$ cat config.mk
export PLATFORM = sky130hd
export DESIGN_NAME = bmhq_ctrl
export DESIGN_NICKNAME = d
export VERILOG_FILES = /design/src/hdl/bmhq_pkg.sv /design/src/hdl/bmhq_ctrl.sv
export SDC_FILE = /design/constraint.sdc
export NUM_CORES = 1
export LEC_CHECK = 0
export ABC_AREA = 1
export BUFFER_PORTS_ARGS = -buffer_cell sky130_fd_sc_hd__buf_2
export CORE_MARGIN = 4
export CORE_UTILIZATION = 41
export DETAILED_ROUTE_END_ITERATION = 10
export MAX_ROUTING_LAYER = met4
export PLACE_DENSITY = 0.74
export SLEW_MARGIN = 20
export SYNTH_ARGS = -nofsm -noshare
export SYNTH_HDL_FRONTEND = slang
export SYNTH_SLANG_ARGS = --single-unit
$ cat constraint.sdc
create_clock -name clk -period 1.6 [get_ports clk]
set_clock_uncertainty 0.2 [all_clocks]
set_input_delay 0.32 -clock clk [delete_from_list [all_inputs] [get_ports clk]]
set_output_delay 0.32 -clock clk [all_outputs]
set_load 0.03 [all_outputs]
$ cat src/hdl/bmhq_pkg.sv
// shared types and constants for the binary min-heap queue
package bmhq_pkg;

    localparam int MAX_ENTRIES_DEF   = 256;
    localparam int PRIORITY_BITS_DEF = 16;
    localparam int DATA_BITS_DEF     = 32;

    localparam logic [1:0] CMD_PUSH   = 2'd0;
    localparam logic [1:0] CMD_POP    = 2'd1;
    localparam logic [1:0] CMD_PEEK   = 2'd2;
    localparam logic [1:0] CMD_DELETE = 2'd3;

    localparam logic [1:0] ST_OK        = 2'd0;
    localparam logic [1:0] ST_EMPTY     = 2'd1;
    localparam logic [1:0] ST_FULL      = 2'd2;
    localparam logic [1:0] ST_NOT_FOUND = 2'd3;

    localparam logic [8:0] CAPACITY_RESET = 9'd256;
    localparam logic [1:0] REG_CAPACITY   = 2'd0;

    typedef struct packed {
        logic [1:0]  command;
        logic [15:0] priority_req;
        logic [31:0] data_in;
    } item_in_t;

    typedef struct packed {
        logic [1:0]  status;
        logic [31:0] data_out;
        logic [8:0]  count;
        logic        empty_flag;
        logic        is_full;
    } item_out_t;

    // controller to datapath commands
    typedef struct packed {
        logic load;        // latch input item
        logic rd_scan;     // issue read at the search pointer
        logic rd_last;     // issue read of the last entry
        logic rd_left;     // issue read of left child
        logic rd_right;    // issue read of right child
        logic rd_parent;   // issue read of parent
        logic cap_last;    // capture last entry as moving value
        logic cap_left;    // capture left child entry
        logic cap_out;     // capture read data for output
        logic set_ok;      // mark the command as successful
        logic step_scan;   // advance search pointer
        logic init_push;   // hole = count+1, inc count
        logic init_rm;     // hole = search pointer, dec count
        logic move_parent; // write parent into hole, hole = parent
        logic move_child;  // write chosen child into hole, hole = child
        logic place;       // write moving value into hole
        logic emit;        // drive result
    } ctl_t;

    // datapath to controller status
    typedef struct packed {
        logic empty;
        logic full;
        logic hole_root;     // hole is position 1
        logic up_go;         // moving value smaller than parent
        logic has_left;      // left child exists
        logic has_right;     // right child exists
        logic down_go;       // chosen child smaller than moving value
        logic match;         // scanned entry matches
        logic scan_end;      // search pointer reached count
        logic rm_is_last;    // removed position equals last
    } sts_t;

endpackage

$ cat src/hdl/bmhq_ctrl.sv
// sequencing state machine for the min-heap queue
module bmhq_ctrl import bmhq_pkg::*; (
    input  logic       clk,
    input  logic       rst_n,
    input  logic       start,
    input  logic [1:0] command,
    input  sts_t       sts,
    output ctl_t       ctl,
    output logic       busy
);
    localparam logic [3:0] S_IDLE    = 4'd0;
    localparam logic [3:0] S_DISP    = 4'd1;
    localparam logic [3:0] S_ROOT    = 4'd2;
    localparam logic [3:0] S_SCAN_CK = 4'd3;
    localparam logic [3:0] S_SCAN_RD = 4'd4;
    localparam logic [3:0] S_RM      = 4'd5;
    localparam logic [3:0] S_LAST    = 4'd6;
    localparam logic [3:0] S_RM_UP   = 4'd7;
    localparam logic [3:0] S_RM_PAR  = 4'd8;
    localparam logic [3:0] S_UP_CHK  = 4'd9;
    localparam logic [3:0] S_UP_CMP  = 4'd10;
    localparam logic [3:0] S_DN_L    = 4'd11;
    localparam logic [3:0] S_DN_R    = 4'd12;
    localparam logic [3:0] S_DN_CMP  = 4'd13;
    localparam logic [3:0] S_PLACE   = 4'd14;
    localparam logic [3:0] S_EMIT    = 4'd15;

    logic [3:0] state_reg, state_next;
    logic [1:0] cmd_reg;

    always_ff @(posedge clk or negedge rst_n)
    begin
        if (!rst_n)
        begin
            state_reg <= S_IDLE;
            cmd_reg   <= CMD_PUSH;
        end
        else
        begin
            state_reg <= state_next;
            if (start && !busy)
                cmd_reg <= command;
        end
    end

    assign busy = (state_reg != S_IDLE);

    always_comb
    begin
        ctl = '0;
        state_next = state_reg;
        case (state_reg)
            S_IDLE:
            begin
                if (start)
                begin
                    ctl.load = 1'b1;
                    state_next = S_DISP;
                end
            end
            S_DISP:
            begin
                case (cmd_reg)
                    CMD_PUSH:
                    begin
                        if (sts.full)
                            state_next = S_EMIT;
                        else
                        begin
                            ctl.init_push = 1'b1;
                            ctl.set_ok = 1'b1;
                            state_next = S_UP_CHK;
                        end
                    end
                    CMD_POP,
                    CMD_PEEK:
                    begin
                        if (sts.empty)
                            state_next = S_EMIT;
                        else
                        begin
                            ctl.rd_scan = 1'b1; // search pointer is 1: root
                            state_next = S_ROOT;
                        end
                    end
                    CMD_DELETE:
                    begin
                        if (sts.empty)
                            state_next = S_EMIT;
                        else
                        begin
                            ctl.rd_scan = 1'b1;
                            state_next = S_SCAN_CK;
                        end
                    end
                    default: state_next = S_EMIT;
                endcase
            end
            S_ROOT:
            begin
                ctl.cap_out = 1'b1;
                ctl.set_ok = 1'b1;
                if (cmd_reg == CMD_POP)
                    state_next = S_RM; // removal of position 1
                else
                    state_next = S_EMIT;
            end
            S_SCAN_CK:
            begin
                if (sts.match)
                begin
                    ctl.cap_out = 1'b1;
                    ctl.set_ok = 1'b1;
                    state_next = S_RM;
                end
                else if (sts.scan_end)
                    state_next = S_EMIT;
                else
                begin
                    ctl.step_scan = 1'b1;
                    state_next = S_SCAN_RD;
                end
            end
            S_SCAN_RD:
            begin
                ctl.rd_scan = 1'b1;
                state_next = S_SCAN_CK;
            end
            S_RM:
            begin
                // removal with the hole at the search pointer
                if (sts.rm_is_last)
                begin
                    ctl.init_rm = 1'b1;
                    state_next = S_EMIT;
                end
                else
                begin
                    ctl.rd_last = 1'b1;
                    state_next = S_LAST;
                end
            end
            S_LAST:
            begin
                ctl.cap_last = 1'b1;
                ctl.init_rm = 1'b1;
                state_next = S_RM_UP;
            end
            S_RM_UP:
            begin
                if (sts.hole_root)
                    state_next = S_DN_L;
                else
                begin
                    ctl.rd_parent = 1'b1;
                    state_next = S_RM_PAR;
                end
            end
            S_RM_PAR:
            begin
                if (sts.up_go)
                begin
                    ctl.move_parent = 1'b1;
                    state_next = S_UP_CHK;
                end
                else
                    state_next = S_DN_L;
            end
            S_UP_CHK:
            begin
                if (sts.hole_root)
                    state_next = S_PLACE;
                else
                begin
                    ctl.rd_parent = 1'b1;
                    state_next = S_UP_CMP;
                end
            end
            S_UP_CMP:
            begin
                if (sts.up_go)
                begin
                    ctl.move_parent = 1'b1;
                    state_next = S_UP_CHK;
                end
                else
                    state_next = S_PLACE;
            end
            S_DN_L:
            begin
                if (sts.has_left)
                begin
                    ctl.rd_left = 1'b1;
                    state_next = S_DN_R;
                end
                else
                    state_next = S_PLACE;
            end
            S_DN_R:
            begin
                ctl.cap_left = 1'b1;
                if (sts.has_right)
                    ctl.rd_right = 1'b1;
                state_next = S_DN_CMP;
            end
            S_DN_CMP:
            begin
                if (sts.down_go)
                begin
                    ctl.move_child = 1'b1;
                    state_next = S_DN_L;
                end
                else
                    state_next = S_PLACE;
            end
            S_PLACE:
            begin
                ctl.place = 1'b1;
                state_next = S_EMIT;
            end
            S_EMIT:
            begin
                ctl.emit = 1'b1;
                state_next = S_IDLE;
            end
            default: state_next = S_IDLE;
        endcase
    end

endmodule

==> metrics.cfg, run 1 <==
[floorplan]
die_x_um = 49.9
io_pins = 33
die_h_um = 49.9
std_cell_rows = 14
initial_core_util_pct = 45.6

[clock_tree]
cts.sinks = 6
postCtsHoldBufs = 1
root_buffer = clkbuf_4
htree_levels = 1
cts_setup_buffers = 14
cts_buffers = 3
cts.path.max_buffers = 2
post_cts_resized = 82

[placement]
numPlacedInstances = 196
gp_congestion = 0.941
place_worst_setup_slack_ns = -0.216
portBuffers = 32
place_hpwl_mm = 2.14

[synthesis]
netlist.area_leader.share_pct = 20.9
synth_cell_types = 25
yosysSeqAreaShare_pct = 20.9
synth-warning-count = 0
syn-num-nets = 139
syn_inst = 120
ys_seq_elements = 6
synth_area_sq_um = 718
synth_area_per_cell_sq_um = 5.98
synth.area.top_cells = dfrtp_1 21%, nand2_1 15%, inv_1 9.9%
synth_top_area_cell = dfrtp_1

[run_status]
error = [ERROR DPL-0033] detailed placement checks failed during check placement.
status = aborted with a tool error
failed_stage = 4_1_cts

## per-stage QoR
step	area, sq um	util [%]
detailed placement	1160	73.7
global placement	1160	73.7
floorplan	774	-
## cell usage after synthesis, drive strengths merged
cell	count
buf	1
o22ai	2
nor2	21
nand4	2
dfrtp	6
or2	2
ha	4
o32ai	1
nand2	31
nand3	13
o211ai	1
a21oi	5
nor3	3
inv	22
nor3b	1
o21ai	4
clkinv	1
## cell families after synthesis
kind of cell / Yosys count / share of synthesized area, %
and+or+nand+nor: 73 / 48.1
AOI/OAI and AO/OA: 13 / 10.3
adders and majority gates: 4 / 6.97
DFF: 6 / 20.9
buffers and inverters: 24 / 13.8
==> run 2: changes to the inputs <==
--- a/config.mk
+++ b/config.mk
@@ -7,11 +7,10 @@
 export LEC_CHECK = 0
 export ABC_AREA = 1
 export BUFFER_PORTS_ARGS = -buffer_cell sky130_fd_sc_hd__buf_2
-export CORE_MARGIN = 4
-export CORE_UTILIZATION = 41
+export CORE_AREA = 4 4 65 67
 export DETAILED_ROUTE_END_ITERATION = 10
-export MAX_ROUTING_LAYER = met4
-export PLACE_DENSITY = 0.74
+export DIE_AREA = 0 0 69 71
+export PLACE_DENSITY_LB_ADDON = 0.15
 export SLEW_MARGIN = 20
 export SYNTH_ARGS = -nofsm -noshare
 export SYNTH_HDL_FRONTEND = slang
==> constraint.sdc (replaced) <==
create_clock -name clk -period 2.1 [get_ports clk]
set_clock_uncertainty 0.2 [all_clocks]
set_input_delay 0.42 -clock clk [delete_from_list [all_inputs] [get_ports clk]]
set_output_delay 0.42 -clock clk [all_outputs]
set_load 0.03 [all_outputs]
==> run 2 against run 1 <==
Against the previous run: the flow now finishes without violations; synthesized cell count stayed put; area after synthesis stayed put.
==> metrics.cfg, run 2 <==
[run_status]
status = finished clean

[timing]
rsz0062_at_grt = no
worst_slack_ns = 0.105
hold_viol = 0
finalCriticalPeriod_ns = 2.00
fmax_mhz = 501
max_slew_margin_pct = 86.4
slew_violations = 0
worst_pin_slew_ns = 0.203
holdWs_ns = 0.215
finalSetupViolations = 0
min_period_over_period_pct = 95.0

[setup_path]
start_kind = flip-flop
r2r-start = state_reg[1]
crit_arrival_ns = 1.38
critPathSlowestCell = dfrtp_2
slowest_delay_ns = 0.46
cp_cell_sequence = nor2_4 > nand2_2 > o32ai_2 > buf_4
crit_fanout = 5
worstSetupPathType = flip-flop to output port
crit_start = state_reg[3]
required_ns = 1.48
cp-end-kind = output port

[power]
ir_drop_v = 0.000513
swShare_pct = 53.9
power_frac_clock_pct = 9.7
power_switching_uw = 927
p_int_uw = 792
power_mw = 1.72
power_density_nw_per_um2 = 1530
power.static_leakage_nw = 0.637
pwr-share-comb_pct = 73.0
pwr-share-seq_pct = 17.3

[floorplan]
fp.dieArea_sq_um = 4900
std_cell_rows = 22
die_h_um = 71
core_region_area_sq_um = 3630
io_pins = 33
initial_core_util_pct = 19.8
die_x_um = 69

[cells_and_area]
drive_above_1_share_pct = 44.0
largest_register_ffs = 4
antennaDiodeCount = 0
fin_cells = 214
area_growth_pct = 56.1
final_cell_mix = 27 x nand2_1, 27 x buf_2, 15 x nor2_1, 15 x inv_1, 13 x buf_4
nets = 187

[clock_tree]
cts_tree = yes
cts_buffers = 3
clk_latency_ns = 0.22
root_buffer = clkbuf_8
clkTransAtPathRegs_ns = 0.03
cts.sinks = 6
cts.path.max_buffers = 2
htree_levels = 1

[placement]
place_worst_setup_slack_ns = 0.153
numPlacedInstances = 201
place_hpwl_mm = 2.02
gp_congestion = 0.907
portBuffers = 32

[routing]
vias = 923
wl_mm = 2.43
drtIter0Drc = 35
via_per_inst = 4.31
dr.pass1.iters = 4
ant_nets = 0
drc = 0
wl_per_cell_um = 11.4

[synthesis]
synth_cell_types = 25
ys_async_sr_fraction_pct = 100
synth_most_common_cell = nand2_1
yosysSeqAreaShare_pct = 20.9
synth_area_per_cell_sq_um = 5.98
synth_top_area_cell = dfrtp_1
synthTopCellsByCount = 28 x nand2_1, 19 x inv_1, 17 x nor2_1, 12 x nand3_1, 6 x dfrtp_1
netlist.area_leader.share_pct = 20.9
syn_inst = 120
synth_edf_count = 0
synth.area.top_cells = dfrtp_1 21%, nand2_1 15%, inv_1 9.9%
ys_seq_elements = 6
synth_area_sq_um = 718
synthFlopType = dfrtp_1
syn-num-nets = 139
synth-warning-count = 0

[global_route]
grt_pass1_vias = 858
grt_max_degree = 9
grt_pass1_wl_mm = 3.80
grt_usage_pct = 9.55
antenna_found_initial = 0
grt-ovfl-total = 0

[worst_hold_path]
hp-class = input pin to flip-flop
hp-start = command[0]

[flow_run]
maxCapViolCount = 0

==> run 2: critical path: cells and delay by family, from the launching register on <==
family,cells,cell delay [ns]
and+or+nand+nor,2,0.28
AOI/OAI and AO/OA,1,0.21
buffers and inverters,1,0.20
DFF,1,0.46
==> run 2: worst paths after layout <==
| check | end | slack (ns) | depth (start not counted) |
|---|---|---|---|
| max in group asynchronous | state_reg[0] | 1.19 | 2 |
| setup reg to reg | state_reg[2] | 0.47 | 8 |
| hold reg to reg | cmd_reg[0] | 0.38 | 2 |
| setup / recovery | ctl[15] | 0.10 | 4 |
| min in group asynchronous | state_reg[2] | 0.35 | 2 |
| hold / removal | cmd_reg[0] | 0.21 | 3 |
==> run 2: final cells by class <==
class                           instances  area, sq um
Inverter                               23         90.1
Clock buffer                            3         41.3
Fill cell                             434         2510
Multi-Input combinational cell         90          502
Sequential cell                         6          155
Timing Repair Buffer                   44          273
Tap cell                               48         60.1
==> run 2: kinds of logic after synthesis <==
group                      synth area share (%)
adders and majority gates                  6.97
AOI/OAI and AO/OA                          10.3
DFF                                        20.9
and+or+nand+nor                            48.1
buffers and inverters                      13.8
==> run 2: repair_timing <==
item	CTS	global route
hold buffers	1	0
gates resized for setup	6	18
endpoints found under the setup margin	5	8
gates cloned	0	0
pin swaps	1	2
hold endpoints to repair	6	0
buffers inserted	3	6
==> run 2: metal layers <==
layer | wire length, um | track usage [%] | up-vias
met4 | 31 | 3.90 | 0
met5 | 0 | 0 | -
met2 | 1130 | 14.7 | 30
met3 | 105 | 1.70 | 4
met1 | 1170 | 13.1 | 413
li1 | - | - | 476
==> run 2: power groups by stage <==
stage                     Combinational, mW  Clock (mW)  Sequential (mW)
after floorplan                       0.801           0            0.247
after global placement                 1.07           0            0.276
after detailed placement               1.06           0            0.279
after CTS                              1.12       0.174            0.279
after global routing                   1.38       0.182            0.313
final                                  1.25       0.167            0.297
==> run 2: per-stage QoR <==
step                utilization, %  cell area, sq um  setup TNS [ns]
floorplan                        -               726               0
global placement              26.1               950               0
detailed placement            26.1               950               0
CTS                           28.4              1030       -0.000660
global route                  30.9              1120               0
finish                        30.9              1120               0
Power figures use the tool's default switching activity.
==> run 3: changes to the inputs <==
--- a/config.mk
+++ b/config.mk
@@ -7,10 +7,11 @@
 export LEC_CHECK = 0
 export ABC_AREA = 1
 export BUFFER_PORTS_ARGS = -buffer_cell sky130_fd_sc_hd__buf_2
-export CORE_AREA = 4 4 65 67
+export CORE_AREA = 2 2 63 65
 export DETAILED_ROUTE_END_ITERATION = 10
-export DIE_AREA = 0 0 69 71
+export DIE_AREA = 0 0 65 67
 export PLACE_DENSITY_LB_ADDON = 0.15
+export SETUP_SLACK_MARGIN = 0.2
 export SLEW_MARGIN = 20
 export SYNTH_ARGS = -nofsm -noshare
 export SYNTH_HDL_FRONTEND = slang
==> run 3 against run 2 <==
Against the previous run: sequential power decreased by 4%; die area decreased by 11%; utilization increased by 7.9 points; highest routed layer unchanged; register-to-register slack about the same; global-route usage increased by 2.7 points; setup slack improved by 0.0090 ns; largest power group unchanged; worst hold slack improved by 0.0078 ns; critical path depth increased by 2; critical path type unchanged.
==> metrics.cfg, run 3 (synthesized netlist as in run 2, its figures left out) <==
[run_status]
status = finished clean

[cells_and_area]
fillers = 395
final_common_cell = buf_4
drive_above_1_share_pct = 57.5
largest_register_ffs = 4
antennaDiodeCount = 0
final_cell_mix = 25 x buf_4, 19 x nand2_1, 17 x buf_2
nets = 200
fin_area_sq_um = 1400
multi_input_area_sq_um = 609
final_core_util_pct = 38.7
regArea_sq_um = 155
area_growth_pct = 94.4

[floorplan]
io_pins = 33
die_x_um = 65
initial_core_util_pct = 19.9
die_h_um = 67
std_cell_rows = 22
core_region_area_sq_um = 3610
fp.dieArea_sq_um = 4360

[clock_tree]
cts.sinks = 6
clk_latency_ns = 0.22
cts.path.max_buffers = 2
cts_tree = yes
clkTransAtPathRegs_ns = 0.04
htree_levels = 1
root_buffer = clkbuf_8
cts_buffers = 3

[global_route]
grt_usage_pct = 12.3
grt_pass1_vias = 930
grt_max_degree = 8
antenna_found_initial = 0
grt_pass1_wl_mm = 4.09
grt-ovfl-total = 0

[timing]
finalCriticalPeriod_ns = 1.99
finalSetupViolations = 0
hold_viol = 0
slew_violations = 0
max_slew_margin_pct = 85.0
fmax_mhz = 503
rsz0062_at_grt = yes
worst_pin_slew_ns = 0.224
tns_ns = 0
min_period_over_period_pct = 94.6
holdWs_ns = 0.222

[setup_path]
cp-end-kind = output port
crit_arrival_ns = 1.37
crit_buf_inv = 3
cp_top_family = flip-flops
slowest_delay_ns = 0.38
worst_path_most_repeated_cell = inv_2
start_kind = flip-flop
crit_fanout = 3
cp_cell_sequence = inv_2 > ha_4 > inv_2 > or2_4 > o22ai_2 > buf_6
required_ns = 1.48
critPathSlowestCell = dfrtp_1
worstSetupPathType = flip-flop to output port

[placement]
gp_congestion = 0.890
place_hpwl_mm = 2.00
portBuffers = 32
post_dp_cell_area_sq_um = 961

[routing]
drtIter0Drc = 18
dr.pass1.iters = 4
via_per_inst = 4.33
vias = 983
ant_nets = 0
drc = 0
wl_mm = 2.67
wl_per_cell_um = 11.7

[worst_hold_path]
hp-class = input pin to flip-flop

[flow_run]
maxCapViolCount = 0

[power]
power.static_leakage_nw = 0.725
ir_drop_v = 0.000706
power_mw = 2.19
power_density_nw_per_um2 = 1570

==> run 3: layout make-up <==
class	count	share of cell area (%)
Tap cell	48	4.30
Clock buffer	3	2.96
Multi-Input combinational cell	90	43.6
Inverter	23	6.72
Sequential cell	6	11.1
Timing Repair Buffer	57	31.3
==> run 3: worst paths after layout <==
check / from / end / slack, ns / depth (start not counted)
setup / recovery: cmd_reg[1] / ctl[7] / 0.11 / 6
max in group asynchronous: rst_n / state_reg[1] / 1.18 / 2
setup reg to reg: cmd_reg[1] / state_reg[0] / 0.47 / 9
min in group asynchronous: rst_n / state_reg[0] / 0.36 / 2
hold / removal: command[1] / cmd_reg[1] / 0.22 / 3
hold reg to reg: cmd_reg[1] / cmd_reg[1] / 0.53 / 3
==> run 3: through the flow <==
step | instances | setup WS [ns]
2_1_floorplan | 120 | 0.209
3_3_place_gp | 200 | 0.158
3_5_place_dp | 200 | 0.151
4_1_cts | 219 | 0.120
5_1_grt | 227 | 0.0522
6_report | 227 | 0.114
==> run 3: metal layers <==
metal / global-route usage, % / up-vias / part of all wire [%]
li1: - / 500 / -
met1: 16.0 / 439 / 45
met2: 20.5 / 42 / 48
met3: 1.52 / 2 / 6.6
met4: 4.79 / 0 / 0.71
met5: 0 / - / 0
==> run 3: power breakdown <==
part           leakage, nW  total, mW  switching (mW)  internal, mW
Combinational        0.636       1.73           0.977         0.752
Clock               0.0216      0.173          0.0496         0.123
Sequential          0.0668      0.285          0.0954         0.190
Total                0.725       2.19            1.12          1.07
==> run 3: worst reg2reg max path, cell delays in order, from the launching register on <==
cell	delay (ns)
dfrtp_1	0.38
buf_4	0.13
buf_4	0.12
ha_1	0.19
inv_1	0.06
nand3_1	0.07
nand2_1	0.07
nand3_1	0.06
nor2_1	0.14
a21oi_1	0.08
==> run 3: timing repair <==
item | 4_1_cts | 5_1_grt
pin swaps | 9 | 12
endpoints found under the setup margin | 17 | 15
hold buffers | 1 | 0
hold endpoints to repair | 6 | 0
buffers inserted | 15 | 8
resized for setup | 40 | 28
==> run 4: changes to the inputs <==
--- a/config.mk
+++ b/config.mk
@@ -5,7 +5,6 @@
 export SDC_FILE = /design/constraint.sdc
 export NUM_CORES = 1
 export LEC_CHECK = 0
-export ABC_AREA = 1
 export BUFFER_PORTS_ARGS = -buffer_cell sky130_fd_sc_hd__buf_2
 export CORE_AREA = 2 2 63 65
 export DETAILED_ROUTE_END_ITERATION = 10
==> run 4 against run 3 <==
Against the previous run: maximum frequency shrank 1.2%; cell count down 8.4%; worst hold slack improved by 0.012 ns; cell area rose by 2.5%; non-clock buffer count up 5; die area unchanged; clock power down 4%; sequential share of layout area down 0.45 points; sequential power is 4% lower; combinational power increased by 5%; synthesized cell count shrank 17%; largest power group unchanged; highest routed layer unchanged.
==> metrics.cfg, run 4 <==
[synthesis]
synth.area.top_cells = dfrtp_1 21%, nor2_1 7.5%, ha_1 7.1%
synth-warning-count = 0
ys_async_sr_fraction_pct = 100
ys_seq_elements = 6
syn_inst = 100
netlist.area_leader.share_pct = 21.4
yosysSeqAreaShare_pct = 21.4
synth_most_common_cell = nor2_1
synth_edf_count = 0
synth_top_area_cell = dfrtp_1
synth_area_per_cell_sq_um = 7.01
synth_area_sq_um = 701
synthTopCellsByCount = 14 x nor2_1, 13 x nand2_1, 8 x inv_1, 7 x a21oi_1
synth_cell_types = 33
synthFlopType = dfrtp_1
syn-num-nets = 119

[routing]
drtIter0Drc = 28
ant_nets = 0
wl_mm = 2.87
dr.pass1.iters = 4
vias = 999
wl_per_cell_um = 13.8
drc = 0
via_per_inst = 4.80

[cells_and_area]
nets = 181
regArea_sq_um = 153
fin_area_sq_um = 1430
drive_above_1_share_pct = 65.6
fillers = 393
largest_register_ffs = 4
final_common_cell = buf_4
area_growth_pct = 104
multi_input_area_sq_um = 674
final_cell_mix = 31 x buf_4, 17 x buf_2, 12 x buf_6
antennaDiodeCount = 0

[setup_path]
crit_fanout = 7
start_kind = flip-flop
crit_start = state_reg[1]
required_ns = 2.00
crit_arrival_ns = 1.91
rrSetupSlack_ns = 0.09
cp-end-kind = flip-flop
worstSetupPathType = flip-flop to flip-flop
r2r-start = state_reg[1]

[clock_tree]
root_buffer = clkbuf_8
cts.sinks = 6
clk_latency_ns = 0.22
htree_levels = 1
cts.path.max_buffers = 2
cts_buffers = 3
cts_tree = yes
clkTransAtPathRegs_ns = 0.03

[timing]
finalSetupViolations = 0
min_period_over_period_pct = 95.7
rsz0062_at_grt = yes
hold_viol = 0
tns_ns = 0
slew_violations = 0
finalCriticalPeriod_ns = 2.01
worst_pin_slew_ns = 0.370
max_slew_margin_pct = 75.3
fmax_mhz = 498

[floorplan]
initial_core_util_pct = 19.4
fp.dieArea_sq_um = 4360
core_region_area_sq_um = 3610
std_cell_rows = 22
die_x_um = 65
die_h_um = 67
io_pins = 33

[power]
power_density_nw_per_um2 = 1580
ir_drop_v = 0.000890
power.static_leakage_nw = 0.650

[worst_hold_path]
hp-start = command[1]
hp-class = input pin to flip-flop

[global_route]
grt_max_degree = 10
grt_pass1_wl_mm = 4.62
grt-ovfl-total = 0
grt_pass1_vias = 939
grt_usage_pct = 13.9
antenna_found_initial = 0

[placement]
post_dp_cell_area_sq_um = 1030
place_hpwl_mm = 2.08
gp_congestion = 0.797
portBuffers = 32

[run_status]
status = finished clean

[flow_run]
maxCapViolCount = 0

==> run 4: cell count changes in the layout (fill, tap and decap cells not counted), moves of 4 or more <==
| cell | before | now |
|---|---|---|
| nand2_2 | 9 | 5 |
| nand2_1 | 19 | 6 |
| nand3_1 | 11 | 0 |
| buf_4 | 25 | 31 |
| inv_1 | 12 | 3 |
| o22ai_1 | 1 | 5 |
| nor2_1 | 14 | 8 |
| inv_2 | 8 | 4 |
==> run 4: path summary, 6_finish.rpt <==
path / to / depth (start not counted)
worst max-delay path: state_reg[1] / 6
worst min-delay path: cmd_reg[1] / 2
worst max register to register: state_reg[1] / 6
worst min register to register: cmd_reg[1] / 2
max in group asynchronous: state_reg[1] / 2
min in group asynchronous: state_reg[0] / 2
==> run 4: final cells by class <==
| cell class | count | share of cell area [%] |
|---|---|---|
| Tap cell | 48 | 4.20 |
| Sequential cell | 6 | 10.7 |
| Timing Repair Buffer | 62 | 32.9 |
| Inverter | 8 | 2.27 |
| Multi-Input combinational cell | 81 | 47.1 |
| Clock buffer | 3 | 2.88 |
==> run 4: critical path, stage by stage, from the launching register on <==
cell      delay [ns]
dfrtp_2         0.48
buf_4           0.18
buf_4           0.14
or3b_1          0.35
o221ai_1        0.20
a31oi_1         0.10
o221ai_1        0.25
==> run 4: through the flow <==
step / hold WS, ns / utilization [%] / std cells / setup slack [ns] / power (mW)
2_1_floorplan: -0.0756 / - / 100 / 0.0670 / 1.09
3_3_place_gp: 0.0495 / 28.5 / 186 / 0.136 / 1.47
3_5_place_dp: 0.0511 / 28.5 / 186 / 0.0856 / 1.47
4_1_cts: 0.229 / 36.1 / 203 / 0.123 / 2.03
5_1_grt: 0.241 / 39.7 / 208 / 0.0475 / 2.44
6_report: 0.234 / 39.7 / 208 / 0.0900 / 2.26
==> run 4: power breakdown <==
part	switching (mW)	internal (mW)	total [mW]	leakage [nW]
logic	0.975	0.844	1.82	0.561
registers	0.0932	0.182	0.275	0.0675
clock network	0.0432	0.123	0.166	0.0216
==> run 4: timing repair <==
action / 4_1_cts / 5_1_grt
pin swaps: 3 / 6
buffers inserted: 13 / 5
hold endpoints to repair: 6 / 0
endpoints found under the setup margin: 19 / 20
hold buffers: 1 / 0
resized for setup: 44 / 29
==> run 4: logic make-up after synthesis <==
kind of cell               share of synthesized area (%)
adders and majority gates                           7.14
DFF                                                 21.4
and+or+nand+nor                                     29.8
AOI/OAI and AO/OA                                   29.6
buffers and inverters                               8.75
muxes                                               3.21
==> run 4: layer usage <==
layer / up-vias / track usage [%] / share of wire, %
met4: 0 / 4.52 / 1.7
li1: 487 / - / -
met1: 471 / 17.1 / 43
met2: 35 / 24.6 / 50
met5: - / 0 / 0
met3: 6 / 2.36 / 5.9
